### src/rtl/a2lp_pkg.sv
// Shared types, constants and helper functions for the Annex B to
// length-prefixed converter. No dependencies.
package a2lp_pkg;

  // Output capacity of one converted frame, in bytes.
  localparam int unsigned MAX_FRAME_BYTES = 1048576;
  // Pointer wide enough to hold MAX_FRAME_BYTES itself.
  localparam int unsigned PTR_W  = $clog2(MAX_FRAME_BYTES + 1);
  localparam int unsigned PTR_W1 = PTR_W + 1;
  localparam int unsigned OFF_W  = 21;
  localparam int unsigned VAL_W  = 32;
  localparam int unsigned ND_W   = 3;   // up to four data writes per command
  localparam int unsigned SLOT_BYTES = 4;

  localparam logic [PTR_W-1:0]  MAX_PTR    = PTR_W'(MAX_FRAME_BYTES);
  localparam logic [PTR_W:0]    MAX_PTR1   = PTR_W1'(MAX_FRAME_BYTES);
  localparam logic [PTR_W-1:0]  SLOT_LIMIT = PTR_W'(MAX_FRAME_BYTES - SLOT_BYTES);
  localparam logic [PTR_W-1:0]  SLOT_INC   = PTR_W'(SLOT_BYTES);

  // Command queue
  localparam int unsigned FIFO_DEPTH = 4;
  localparam int unsigned FIFO_AW    = $clog2(FIFO_DEPTH);
  localparam int unsigned FIFO_CW    = $clog2(FIFO_DEPTH + 1);

  typedef enum logic [1:0] {
    KIND_DATA = 2'd0,
    KIND_LEN  = 2'd1,
    KIND_DONE = 2'd2
  } a2lp_kind_e;

  // One classified input byte: everything the back end needs to emit its writes.
  typedef struct packed {
    logic [PTR_W-1:0] wp0;       // pointer before the data writes
    logic             over0;     // overflow flag before this byte
    logic [ND_W-1:0]  nd;        // number of data writes
    logic             has_byte;  // last data write carries data_byte
    logic [7:0]       data_byte;
    logic             pa_en;     // patch of the previous slot (start code)
    logic [PTR_W-1:0] pa_off;
    logic [PTR_W-1:0] pa_len;
    logic             pb_en;     // patch of the open slot at frame end
    logic [PTR_W-1:0] pb_off;
    logic [PTR_W-1:0] pb_len;
    logic             done_en;   // frame done
    logic             fin_over;  // overflow flag after this byte
    logic [PTR_W-1:0] fin_size;
  } a2lp_cmd_t;

  typedef struct packed {
    a2lp_kind_e       kind;
    logic [OFF_W-1:0] offset;
    logic [VAL_W-1:0] value;
    logic             last;
    logic             over;
  } a2lp_res_t;

  function automatic logic [OFF_W-1:0] to_off(input logic [PTR_W-1:0] p);
    logic [PTR_W+OFF_W-1:0] ext;
    ext = {{OFF_W{1'b0}}, p};
    return ext[OFF_W-1:0];
  endfunction

  function automatic logic [VAL_W-1:0] to_val(input logic [PTR_W-1:0] p);
    logic [PTR_W+VAL_W-1:0] ext;
    ext = {{VAL_W{1'b0}}, p};
    return ext[VAL_W-1:0];
  endfunction

  // Unit length behind a slot: bytes written past the 4-byte slot, or 0.
  function automatic logic [PTR_W-1:0] slot_len(input logic [PTR_W-1:0] wp,
                                                 input logic [PTR_W-1:0] so);
    logic [PTR_W:0] slot_end;
    logic [PTR_W:0] diff;
    slot_end = {1'b0, so} + PTR_W1'(SLOT_BYTES);
    if ({1'b0, wp} >= slot_end) begin
      diff = {1'b0, wp} - slot_end;
    end else begin
      diff = '0;
    end
    return diff[PTR_W-1:0];
  endfunction

endpackage

### src/rtl/a2lp_front.sv
// Front end: accepts stream bytes, tracks zero run, pointer and slot state,
// and turns each byte into at most one command. Depends on a2lp_pkg.
module a2lp_front (
  input  logic               clk_i,
  input  logic               rst_ni,
  input  logic               accept_i,
  input  logic [7:0]         stream_byte_i,
  input  logic               frame_end_i,
  output logic               push_o,
  output a2lp_pkg::a2lp_cmd_t cmd_o
);
  import a2lp_pkg::*;

  logic [1:0]       zr_q, zr_d;
  logic [PTR_W-1:0] wp_q, wp_d;
  logic [PTR_W-1:0] so_q, so_d;
  logic             open_q, open_d;
  logic             over_q, over_d;

  logic             is_sc, is_zero;
  logic [ND_W-1:0]  nd_main, nd_total;
  logic [1:0]       zr_main;
  logic [PTR_W:0]   sum1;
  logic             sat1, slot_ovf;
  logic [PTR_W-1:0] wp1, wp2, so2;
  logic             over2, open2;

  always_comb begin
    is_zero  = (stream_byte_i == 8'd0);
    is_sc    = (stream_byte_i == 8'd1) && (zr_q >= 2'd2);
    if (is_zero) begin
      nd_main = (zr_q == 2'd3) ? ND_W'(1) : '0;
      zr_main = (zr_q == 2'd3) ? 2'd3 : zr_q + 2'd1;
    end else if (is_sc) begin
      nd_main = '0;
      zr_main = 2'd0;
    end else begin
      nd_main = ND_W'(zr_q) + ND_W'(1);
      zr_main = 2'd0;
    end
    // held zeros are flushed at frame end
    nd_total = nd_main + (frame_end_i ? ND_W'(zr_main) : '0);
    sum1     = {1'b0, wp_q} + PTR_W1'(nd_total);
    sat1     = (sum1 > MAX_PTR1);
    wp1      = sat1 ? MAX_PTR : sum1[PTR_W-1:0];
    slot_ovf = (wp_q > SLOT_LIMIT);

    if (is_sc) begin
      wp2   = slot_ovf ? MAX_PTR : wp_q + SLOT_INC;
      over2 = over_q | slot_ovf;
      so2   = wp_q;
      open2 = 1'b1;
    end else begin
      wp2   = wp1;
      over2 = over_q | sat1;
      so2   = so_q;
      open2 = open_q;
    end

    cmd_o.wp0       = wp_q;
    cmd_o.over0     = over_q;
    cmd_o.nd        = nd_total;
    cmd_o.has_byte  = !is_zero && !is_sc;
    cmd_o.data_byte = stream_byte_i;
    cmd_o.pa_en     = is_sc && open_q;
    cmd_o.pa_off    = so_q;
    cmd_o.pa_len    = slot_len(wp_q, so_q);
    cmd_o.pb_en     = frame_end_i && open2;
    cmd_o.pb_off    = so2;
    cmd_o.pb_len    = slot_len(wp2, so2);
    cmd_o.done_en   = frame_end_i;
    cmd_o.fin_over  = over2;
    cmd_o.fin_size  = wp2;

    push_o = accept_i && ((nd_total != '0) || cmd_o.pa_en || frame_end_i);

    zr_d   = zr_q;
    wp_d   = wp_q;
    so_d   = so_q;
    open_d = open_q;
    over_d = over_q;
    if (accept_i) begin
      if (frame_end_i) begin
        zr_d   = '0;
        wp_d   = '0;
        so_d   = '0;
        open_d = 1'b0;
        over_d = 1'b0;
      end else begin
        zr_d   = zr_main;
        wp_d   = wp2;
        so_d   = so2;
        open_d = open2;
        over_d = over2;
      end
    end
  end

  always_ff @(posedge clk_i or negedge rst_ni) begin
    if (!rst_ni) begin
      zr_q   <= '0;
      wp_q   <= '0;
      so_q   <= '0;
      open_q <= 1'b0;
      over_q <= 1'b0;
    end else begin
      zr_q   <= zr_d;
      wp_q   <= wp_d;
      so_q   <= so_d;
      open_q <= open_d;
      over_q <= over_d;
    end
  end

endmodule

### src/rtl/a2lp_fifo.sv
// Short command queue between front and back end, register based.
// Depends on a2lp_pkg.
module a2lp_fifo (
  input  logic                clk_i,
  input  logic                rst_ni,
  input  logic                push_i,
  input  a2lp_pkg::a2lp_cmd_t push_data_i,
  output logic                full_o,
  input  logic                pop_i,
  output logic                head_valid_o,
  output a2lp_pkg::a2lp_cmd_t head_o
);
  import a2lp_pkg::*;

  a2lp_cmd_t          mem_q [FIFO_DEPTH];
  logic [FIFO_AW-1:0] wr_q, wr_d, rd_q, rd_d;
  logic [FIFO_CW-1:0] cnt_q, cnt_d;

  assign full_o       = (cnt_q == FIFO_CW'(FIFO_DEPTH));
  assign head_valid_o = (cnt_q != '0);
  assign head_o       = mem_q[rd_q];

  always_comb begin
    wr_d  = push_i ? wr_q + FIFO_AW'(1) : wr_q;
    rd_d  = pop_i ? rd_q + FIFO_AW'(1) : rd_q;
    cnt_d = cnt_q + FIFO_CW'(push_i) - FIFO_CW'(pop_i);
  end

  always_ff @(posedge clk_i) begin
    if (push_i) begin
      mem_q[wr_q] <= push_data_i;
    end
  end

  always_ff @(posedge clk_i or negedge rst_ni) begin
    if (!rst_ni) begin
      wr_q  <= '0;
      rd_q  <= '0;
      cnt_q <= '0;
    end else begin
      wr_q  <= wr_d;
      rd_q  <= rd_d;
      cnt_q <= cnt_d;
    end
  end

  ap_no_push_full: assert property (@(posedge clk_i) disable iff (!rst_ni)
    push_i |-> !full_o) else $error("push into full queue");

  ap_no_pop_empty: assert property (@(posedge clk_i) disable iff (!rst_ni)
    pop_i |-> head_valid_o) else $error("pop from empty queue");

endmodule

### src/rtl/a2lp_back.sv
// Back end: walks the head command through its writes into the output
// register, one result per cycle while the output is ready. Depends on a2lp_pkg.
module a2lp_back (
  input  logic                clk_i,
  input  logic                rst_ni,
  input  logic                head_valid_i,
  input  a2lp_pkg::a2lp_cmd_t head_i,
  output logic                pop_o,
  output logic                out_valid_o,
  input  logic                out_ready_i,
  output a2lp_pkg::a2lp_res_t out_o
);
  import a2lp_pkg::*;

  // step codes
  localparam logic [2:0] PH_DATA = 3'd0;
  localparam logic [2:0] PH_PA   = 3'd1;
  localparam logic [2:0] PH_PB   = 3'd2;
  localparam logic [2:0] PH_DONE = 3'd3;
  localparam logic [2:0] PH_END  = 3'd4;

  logic            started_q, started_d;
  logic [2:0]      phase_q, phase_d;
  logic [ND_W-1:0] idx_q, idx_d;
  logic            valid_q, valid_d;
  a2lp_res_t       out_q, out_d;

  logic [2:0]      first_ph, cur_ph, next_ph, after_data, after_pa, after_pb;
  logic [ND_W-1:0] cur_idx, idx_inc;
  logic [PTR_W:0]  dsum;
  logic            dsat, load;
  logic [PTR_W-1:0] doff;
  logic [7:0]      dval;

  always_comb begin
    after_pb   = head_i.done_en ? PH_DONE : PH_END;
    after_pa   = head_i.pb_en ? PH_PB : after_pb;
    after_data = head_i.pa_en ? PH_PA : after_pa;
    first_ph   = (head_i.nd != '0) ? PH_DATA : after_data;
    cur_ph     = started_q ? phase_q : first_ph;
    cur_idx    = started_q ? idx_q : '0;
    idx_inc    = cur_idx + ND_W'(1);

    dsum = {1'b0, head_i.wp0} + PTR_W1'(cur_idx);
    dsat = (dsum >= MAX_PTR1);
    doff = dsat ? MAX_PTR : dsum[PTR_W-1:0];
    dval = (head_i.has_byte && (idx_inc == head_i.nd)) ? head_i.data_byte : 8'd0;

    out_d      = out_q;
    next_ph    = PH_END;
    unique case (cur_ph)
      PH_DATA: begin
        out_d.kind   = KIND_DATA;
        out_d.offset = to_off(doff);
        out_d.value  = {{(VAL_W-8){1'b0}}, dval};
        out_d.over   = head_i.over0 | dsat;
        next_ph      = (idx_inc < head_i.nd) ? PH_DATA : after_data;
      end
      PH_PA: begin
        out_d.kind   = KIND_LEN;
        out_d.offset = to_off(head_i.pa_off);
        out_d.value  = to_val(head_i.pa_len);
        out_d.over   = head_i.over0;
        next_ph      = after_pa;
      end
      PH_PB: begin
        out_d.kind   = KIND_LEN;
        out_d.offset = to_off(head_i.pb_off);
        out_d.value  = to_val(head_i.pb_len);
        out_d.over   = head_i.fin_over;
        next_ph      = after_pb;
      end
      PH_DONE: begin
        out_d.kind   = KIND_DONE;
        out_d.offset = '0;
        out_d.value  = to_val(head_i.fin_size);
        out_d.over   = head_i.fin_over;
        next_ph      = PH_END;
      end
      default: begin
        out_d.kind   = KIND_DONE;
        out_d.offset = '0;
        out_d.value  = '0;
        out_d.over   = 1'b0;
        next_ph      = PH_END;
      end
    endcase
    out_d.last = (next_ph == PH_END);

    load  = head_valid_i && (!valid_q || out_ready_i);
    pop_o = load && out_d.last;

    started_d = started_q;
    phase_d   = phase_q;
    idx_d     = idx_q;
    valid_d   = valid_q;
    if (load) begin
      valid_d   = 1'b1;
      started_d = !out_d.last;
      phase_d   = next_ph;
      idx_d     = (cur_ph == PH_DATA) ? idx_inc : cur_idx;
    end else begin
      out_d = out_q;
      if (out_ready_i) begin
        valid_d = 1'b0;
      end
    end
  end

  always_ff @(posedge clk_i or negedge rst_ni) begin
    if (!rst_ni) begin
      started_q <= 1'b0;
      phase_q   <= PH_DATA;
      idx_q     <= '0;
      valid_q   <= 1'b0;
    end else begin
      started_q <= started_d;
      phase_q   <= phase_d;
      idx_q     <= idx_d;
      valid_q   <= valid_d;
    end
  end

  always_ff @(posedge clk_i) begin
    out_q <= out_d;
  end

  assign out_valid_o = valid_q;
  assign out_o       = out_q;

  ap_started_has_head: assert property (@(posedge clk_i) disable iff (!rst_ni)
    started_q |-> head_valid_i) else $error("command in progress left the queue");

  ap_done_is_last: assert property (@(posedge clk_i) disable iff (!rst_ni)
    (valid_q && out_q.kind == KIND_DONE) |-> out_q.last)
    else $error("frame done not last result of its byte");

endmodule

### src/rtl/annexb_to_length_prefixed_core.sv
// Top level of the Annex B to length-prefixed converter.
// Depends on a2lp_pkg, a2lp_front, a2lp_fifo, a2lp_back.
//
// Converts one H.264 Annex B frame, received a byte per request with tlast on
// the frame's last byte, into memory write requests: data bytes and 4-byte
// length words at offsets from the frame start, plus a frame done request
// carrying the converted size. Every start code becomes a length slot that
// is patched when the next start code or the frame end arrives; up to three
// zero bytes are held until it is known whether they open a start code.
// Rate: one input byte per cycle while the command queue has room, one result
// request per cycle while the output is ready. The front end classifies each
// byte and queues at most one command for it; the back end emits that
// command's 1 to 6 requests in turn. With the output ready, every request
// beyond the first for a byte holds the back end on that command longer, and
// a byte that causes no request (a held zero, the frame's first start code)
// lets it catch up. The 4-entry command queue absorbs the difference; once
// it is full, from extra requests piling up or from the output being held
// off, the input stalls. A byte's command is registered in the queue and its
// first result in the output register. No clearing pass after reset.
module annexb_to_length_prefixed_core (
  input  logic        clk_i,
  input  logic        rst_ni,
  // input stream
  input  logic        s_axis_tvalid,
  output logic        s_axis_tready,
  input  logic [7:0]  s_axis_tdata,   // [7:0] stream_byte
  input  logic        s_axis_tlast,   // frame_end
  // write requests
  output logic        m_axis_tvalid,
  input  logic        m_axis_tready,
  output logic [55:0] m_axis_tdata,   // [20:0] write_offset, [52:21] write_value,
                                      // [53] overflow, [55:54] zero
  output logic [1:0]  m_axis_tuser,   // [1:0] write_kind
  output logic        m_axis_tlast    // run_last
);
  import a2lp_pkg::*;

  logic      accept, push, full, pop, head_valid;
  a2lp_cmd_t cmd, head;
  a2lp_res_t res;

  // front end takes a byte whenever the command queue has room
  assign s_axis_tready = !full;
  assign accept        = s_axis_tvalid && s_axis_tready;

  a2lp_front u_front (
    .clk_i         (clk_i),
    .rst_ni        (rst_ni),
    .accept_i      (accept),
    .stream_byte_i (s_axis_tdata),
    .frame_end_i   (s_axis_tlast),
    .push_o        (push),
    .cmd_o         (cmd)
  );

  a2lp_fifo u_fifo (
    .clk_i        (clk_i),
    .rst_ni       (rst_ni),
    .push_i       (push),
    .push_data_i  (cmd),
    .full_o       (full),
    .pop_i        (pop),
    .head_valid_o (head_valid),
    .head_o       (head)
  );

  a2lp_back u_back (
    .clk_i        (clk_i),
    .rst_ni       (rst_ni),
    .head_valid_i (head_valid),
    .head_i       (head),
    .pop_o        (pop),
    .out_valid_o  (m_axis_tvalid),
    .out_ready_i  (m_axis_tready),
    .out_o        (res)
  );

  // pack result fields onto the bus
  assign m_axis_tdata = {2'b00, res.over, res.value, res.offset};
  assign m_axis_tuser = res.kind;
  assign m_axis_tlast = res.last;

endmodule
### config.mk
export PLATFORM = sky130hd
export DESIGN_NAME = annexb_to_length_prefixed_core
export DESIGN_NICKNAME = d
export VERILOG_FILES = /design/src/rtl/a2lp_pkg.sv /design/src/rtl/a2lp_front.sv /design/src/rtl/a2lp_fifo.sv /design/src/rtl/a2lp_back.sv /design/src/rtl/annexb_to_length_prefixed_core.sv
export SDC_FILE = /design/constraint.sdc
export NUM_CORES = 1
export LEC_CHECK = 0
export ABC_AREA = 1
export BUFFER_PORTS_ARGS = -buffer_cell sky130_fd_sc_hd__buf_2
export CAP_MARGIN = 10
export CELL_PAD_IN_SITES_DETAIL_PLACEMENT = 0
export CELL_PAD_IN_SITES_GLOBAL_PLACEMENT = 1
export CORE_ASPECT_RATIO = 1.5
export CORE_MARGIN = 1.5
export CORE_UTILIZATION = 45
export CTS_CLUSTER_SIZE = 12
export DETAILED_ROUTE_END_ITERATION = 16
export PLACE_DENSITY_LB_ADDON = 0.1
export SLEW_MARGIN = 20
export SYNTH_ARGS = -nofsm -noshare
export SYNTH_HDL_FRONTEND = slang
export SYNTH_SLANG_ARGS = --single-unit
### constraint.sdc
create_clock -name clk_i -period 17.4 [get_ports clk_i]
set_input_delay 3.48 -clock clk_i [delete_from_list [all_inputs] [get_ports clk_i]]
set_output_delay 3.48 -clock clk_i [all_outputs]
set_load 0.05 [all_outputs]
==> results.txt <==
Ranking of synthesized cells by area: edfxtp_1 (57%), nand2_1 (6.7%), o21ai_0 (4.9%)
DRT antenna net count: 0
Synth cell types: 57
NumNets Final: 3182
Crit Path Max Fanout: 26
Maxcap violations: 0
Power density cells: 168 nW/um^2
Final Non-Filler Cells: 4060
R2R cell count: 38
Detailed Routing Iterations Pass 1: 5
Setup WS pre-CTS: 6.45 ns
Max clock buf depth: 3
Reg2reg setup slack: 9.34 ns
Pin count of the biggest net entering global routing: 103
CP peak stage delay: 0.65 ns
Fin crit share: 59.7%
Layout area overhead: 9.77%
Detailed Route WL: 98200 microns
Setup-failing EPs final: 0
Clock latency on the worst-skew pair: 0.64 ns
Outcome: complete, no violations
CP bufs+invs: 6
Cell count after synthesis: 3060
First-pass GRT wire length: 145000 microns
Global route overflow: 0
Count leader, synth: edfxtp_1
Layout cell share with drive strength beyond 1: 9.54%
Post-CTS sizing: 0
RSZ-0062 raised after global routing: no
Row count: 120
Total power: 5.97 mW
Reg2reg start: u_front.zr_q[0]
Global placer's final weighted congestion: 0.888
Vias in the first global route: 22530
Fmax: 96.3 MHz
Main synth FF type: edfxtp_1
Chip width: 222 microns
Actual slew at the worst max-slew pin: 1.16 ns
CP Capture Type: flop
Static leakage: 13.6 nW
R2R Path End: u_fifo.mem_q[3][43]
Crit Path Class: in2reg
Synth top area share: 57.4%
Root Buffer Master: clkbuf_16
Area leader, netlist: edfxtp_1
Peak supply drop: 135 uV
Die area: 73400 sq um
Sequential area share after synthesis: 62.2%
Dpl cells: 3937
Area of the core: 71200 sq um
Clk sinks: 679
Worst EP arrival: 10.79 ns
Diodes inserted: 0
Post-Syn Area: 32300 sq um
Final Worst Setup Slack: 7.02 ns
Starting DRT DRC Count: 1594
WHS Path Cells: 2
Hold WS: 0.483 ns
Post-CTS setup buffers: 0
Ys Warns: 0
Clock Skew: 0.0253 ns
DR WL/cell: 24.2 microns
Hold Buf Count CTS: 0
Clk pin slew, worst setup/hold paths: 0.06 ns
Total track usage: 26.8%
Top Ports: 74
Slowest stage cell, crit path: nor3_1
Setup tns final: 0 ns
Post-synth ARST share: 8.98%
Port Buf Inserts: 60
HP Start: u_back.phase_q[2]
Antenna violations before repair: 0
CTS tree: done
CTS buffer count: 72
# H-tree levels: 3
Synth Area per Inst: 10.6 sq um
Dpl hpwl: 66800 microns
FILL cells: 6541
Hold Fails Final Rpt: 0
Critical path launch point: s_axis_tdata[5]
Top delay family on crit path: simple AND/OR/NAND/NOR gates
DR vias: 22830
Hold Crit Endpoint: u_back.phase_q[2]
Post-route DRC: 0
Initial Util: 45.4%
#FFs+latches synth: 679
Via/cell ratio: 5.62
HP Class: reg2reg
Setup crit start kind: input port
Post-synth EDFFs: 618
Most frequent cells after synthesis: edfxtp_1 (618), nand2_1 (578), nor2_1 (379)
Tmin final: 10.38 ns
Max Slew Vio Count: 0
Slew margin rel.: 21.9%
Die H: 331 microns
Required time worst endpoint: 17.81 ns
[state kept, by name, indices dropped and copies added, names as in the netlist]
| name | count |
|---|---|
| u_fifo.mem_q | 572 |
| u_back.out_o | 46 |
| u_front.so_q | 21 |
| u_front.wp_q | 21 |
| u_back.idx_q | 3 |
| u_back.phase_q | 3 |
| u_fifo.cnt_q | 3 |
| u_fifo.rd_q | 2 |
| u_fifo.wr_q | 2 |
| u_front.zr_q | 2 |
| u_back.out_valid_o | 1 |
| u_back.started_q | 1 |
| u_front.open_q | 1 |
| u_front.over_q | 1 |
[tightest hold or removal path: stages, from the launching register on]
cell     delay [ns]
dfrtp_1        0.34
nand2_1        0.06
nand2_1        0.05
[worst max-delay path by stage]
| stage | cells after the start | end |
|---|---|---|
| 5_1_grt | 36 | u_fifo.mem_q[3][43] |
| 2_1_floorplan | 14 | u_fifo.mem_q[0][0] |
| 3_3_place_gp | 36 | u_fifo.mem_q[0][43] |
| 6_report | 36 | u_fifo.mem_q[3][43] |
| 4_1_cts | 36 | u_fifo.mem_q[3][43] |
| 3_5_place_dp | 36 | u_fifo.mem_q[3][43] |
[placed cells by master (no fill, tap or decap), types with 7 or more instances in the layout]
cell / count
edfxtp_1: 618
nand2_1: 578
nor2_1: 374
o21ai_0: 314
inv_1: 205
nand3_1: 154
o22ai_1: 137
xor2_1: 74
clkbuf_16: 73
ha_1: 67
a21oi_1: 64
buf_2: 60
dfrtp_1: 59
nand4_1: 34
nor2_2: 33
buf_4: 32
xnor2_1: 26
clkbuf_1: 26
nor3_1: 20
nand2_2: 14
o21bai_1: 14
or2_2: 13
conb_1: 13
o21bai_4: 10
clkinv_1: 9
o21ai_1: 8
nor2_4: 8
nand3_2: 8
inv_2: 7
inv_6: 7
[final cells by class]
type,count,area [sq um],area share [%]
Clock buffer,101,1950,5.50
Timing Repair Buffer,92,541,1.52
Sequential cell,679,20100,56.7
Multi-Input combinational cell,2035,10700,30.3
Clock inverter,22,168,0.473
Tap cell,915,1140,3.23
Inverter,216,821,2.31
[per-layer routing]
layer,share of wire [%],GRT usage [%],up-vias
li1,-,-,10715
met5,0,0,-
met2,53,49.8,524
met4,3.1,9.53,0
met3,3.6,2.95,125
met1,40,32.2,11466
[logic make-up (layout without fill, tap and decap cells)]
group                      Yosys count  count (layout)  share of synthesized area [%]
and+or+nand+nor                   1264            1264                           16.8
DFF                                679             679                           62.2
AOI/OAI and AO/OA                  584             584                           10.5
buffers and inverters              358             431                           4.86
xor gates and xnor gates           101             101                           2.76
adders and majority gates           73              73                           2.97
other                                1              13                         0.0116
[where the power goes]
part           internal (mW)  total [mW]  switching, mW  leakage, nW
Combinational          0.537        2.17           1.63         5.90
Sequential              2.27        2.38          0.110         6.66
Clock                  0.788        1.42          0.627         1.03
[per-stage QoR]
step                cell area [sq um]  util, %
floorplan                       32400        -
global placement                33300     46.9
detailed placement              33300     46.9
CTS                             35500     49.8
global route                    35500     49.8
finish                          35500     49.8
No activity file was read; power rests on OpenSTA's default activity.
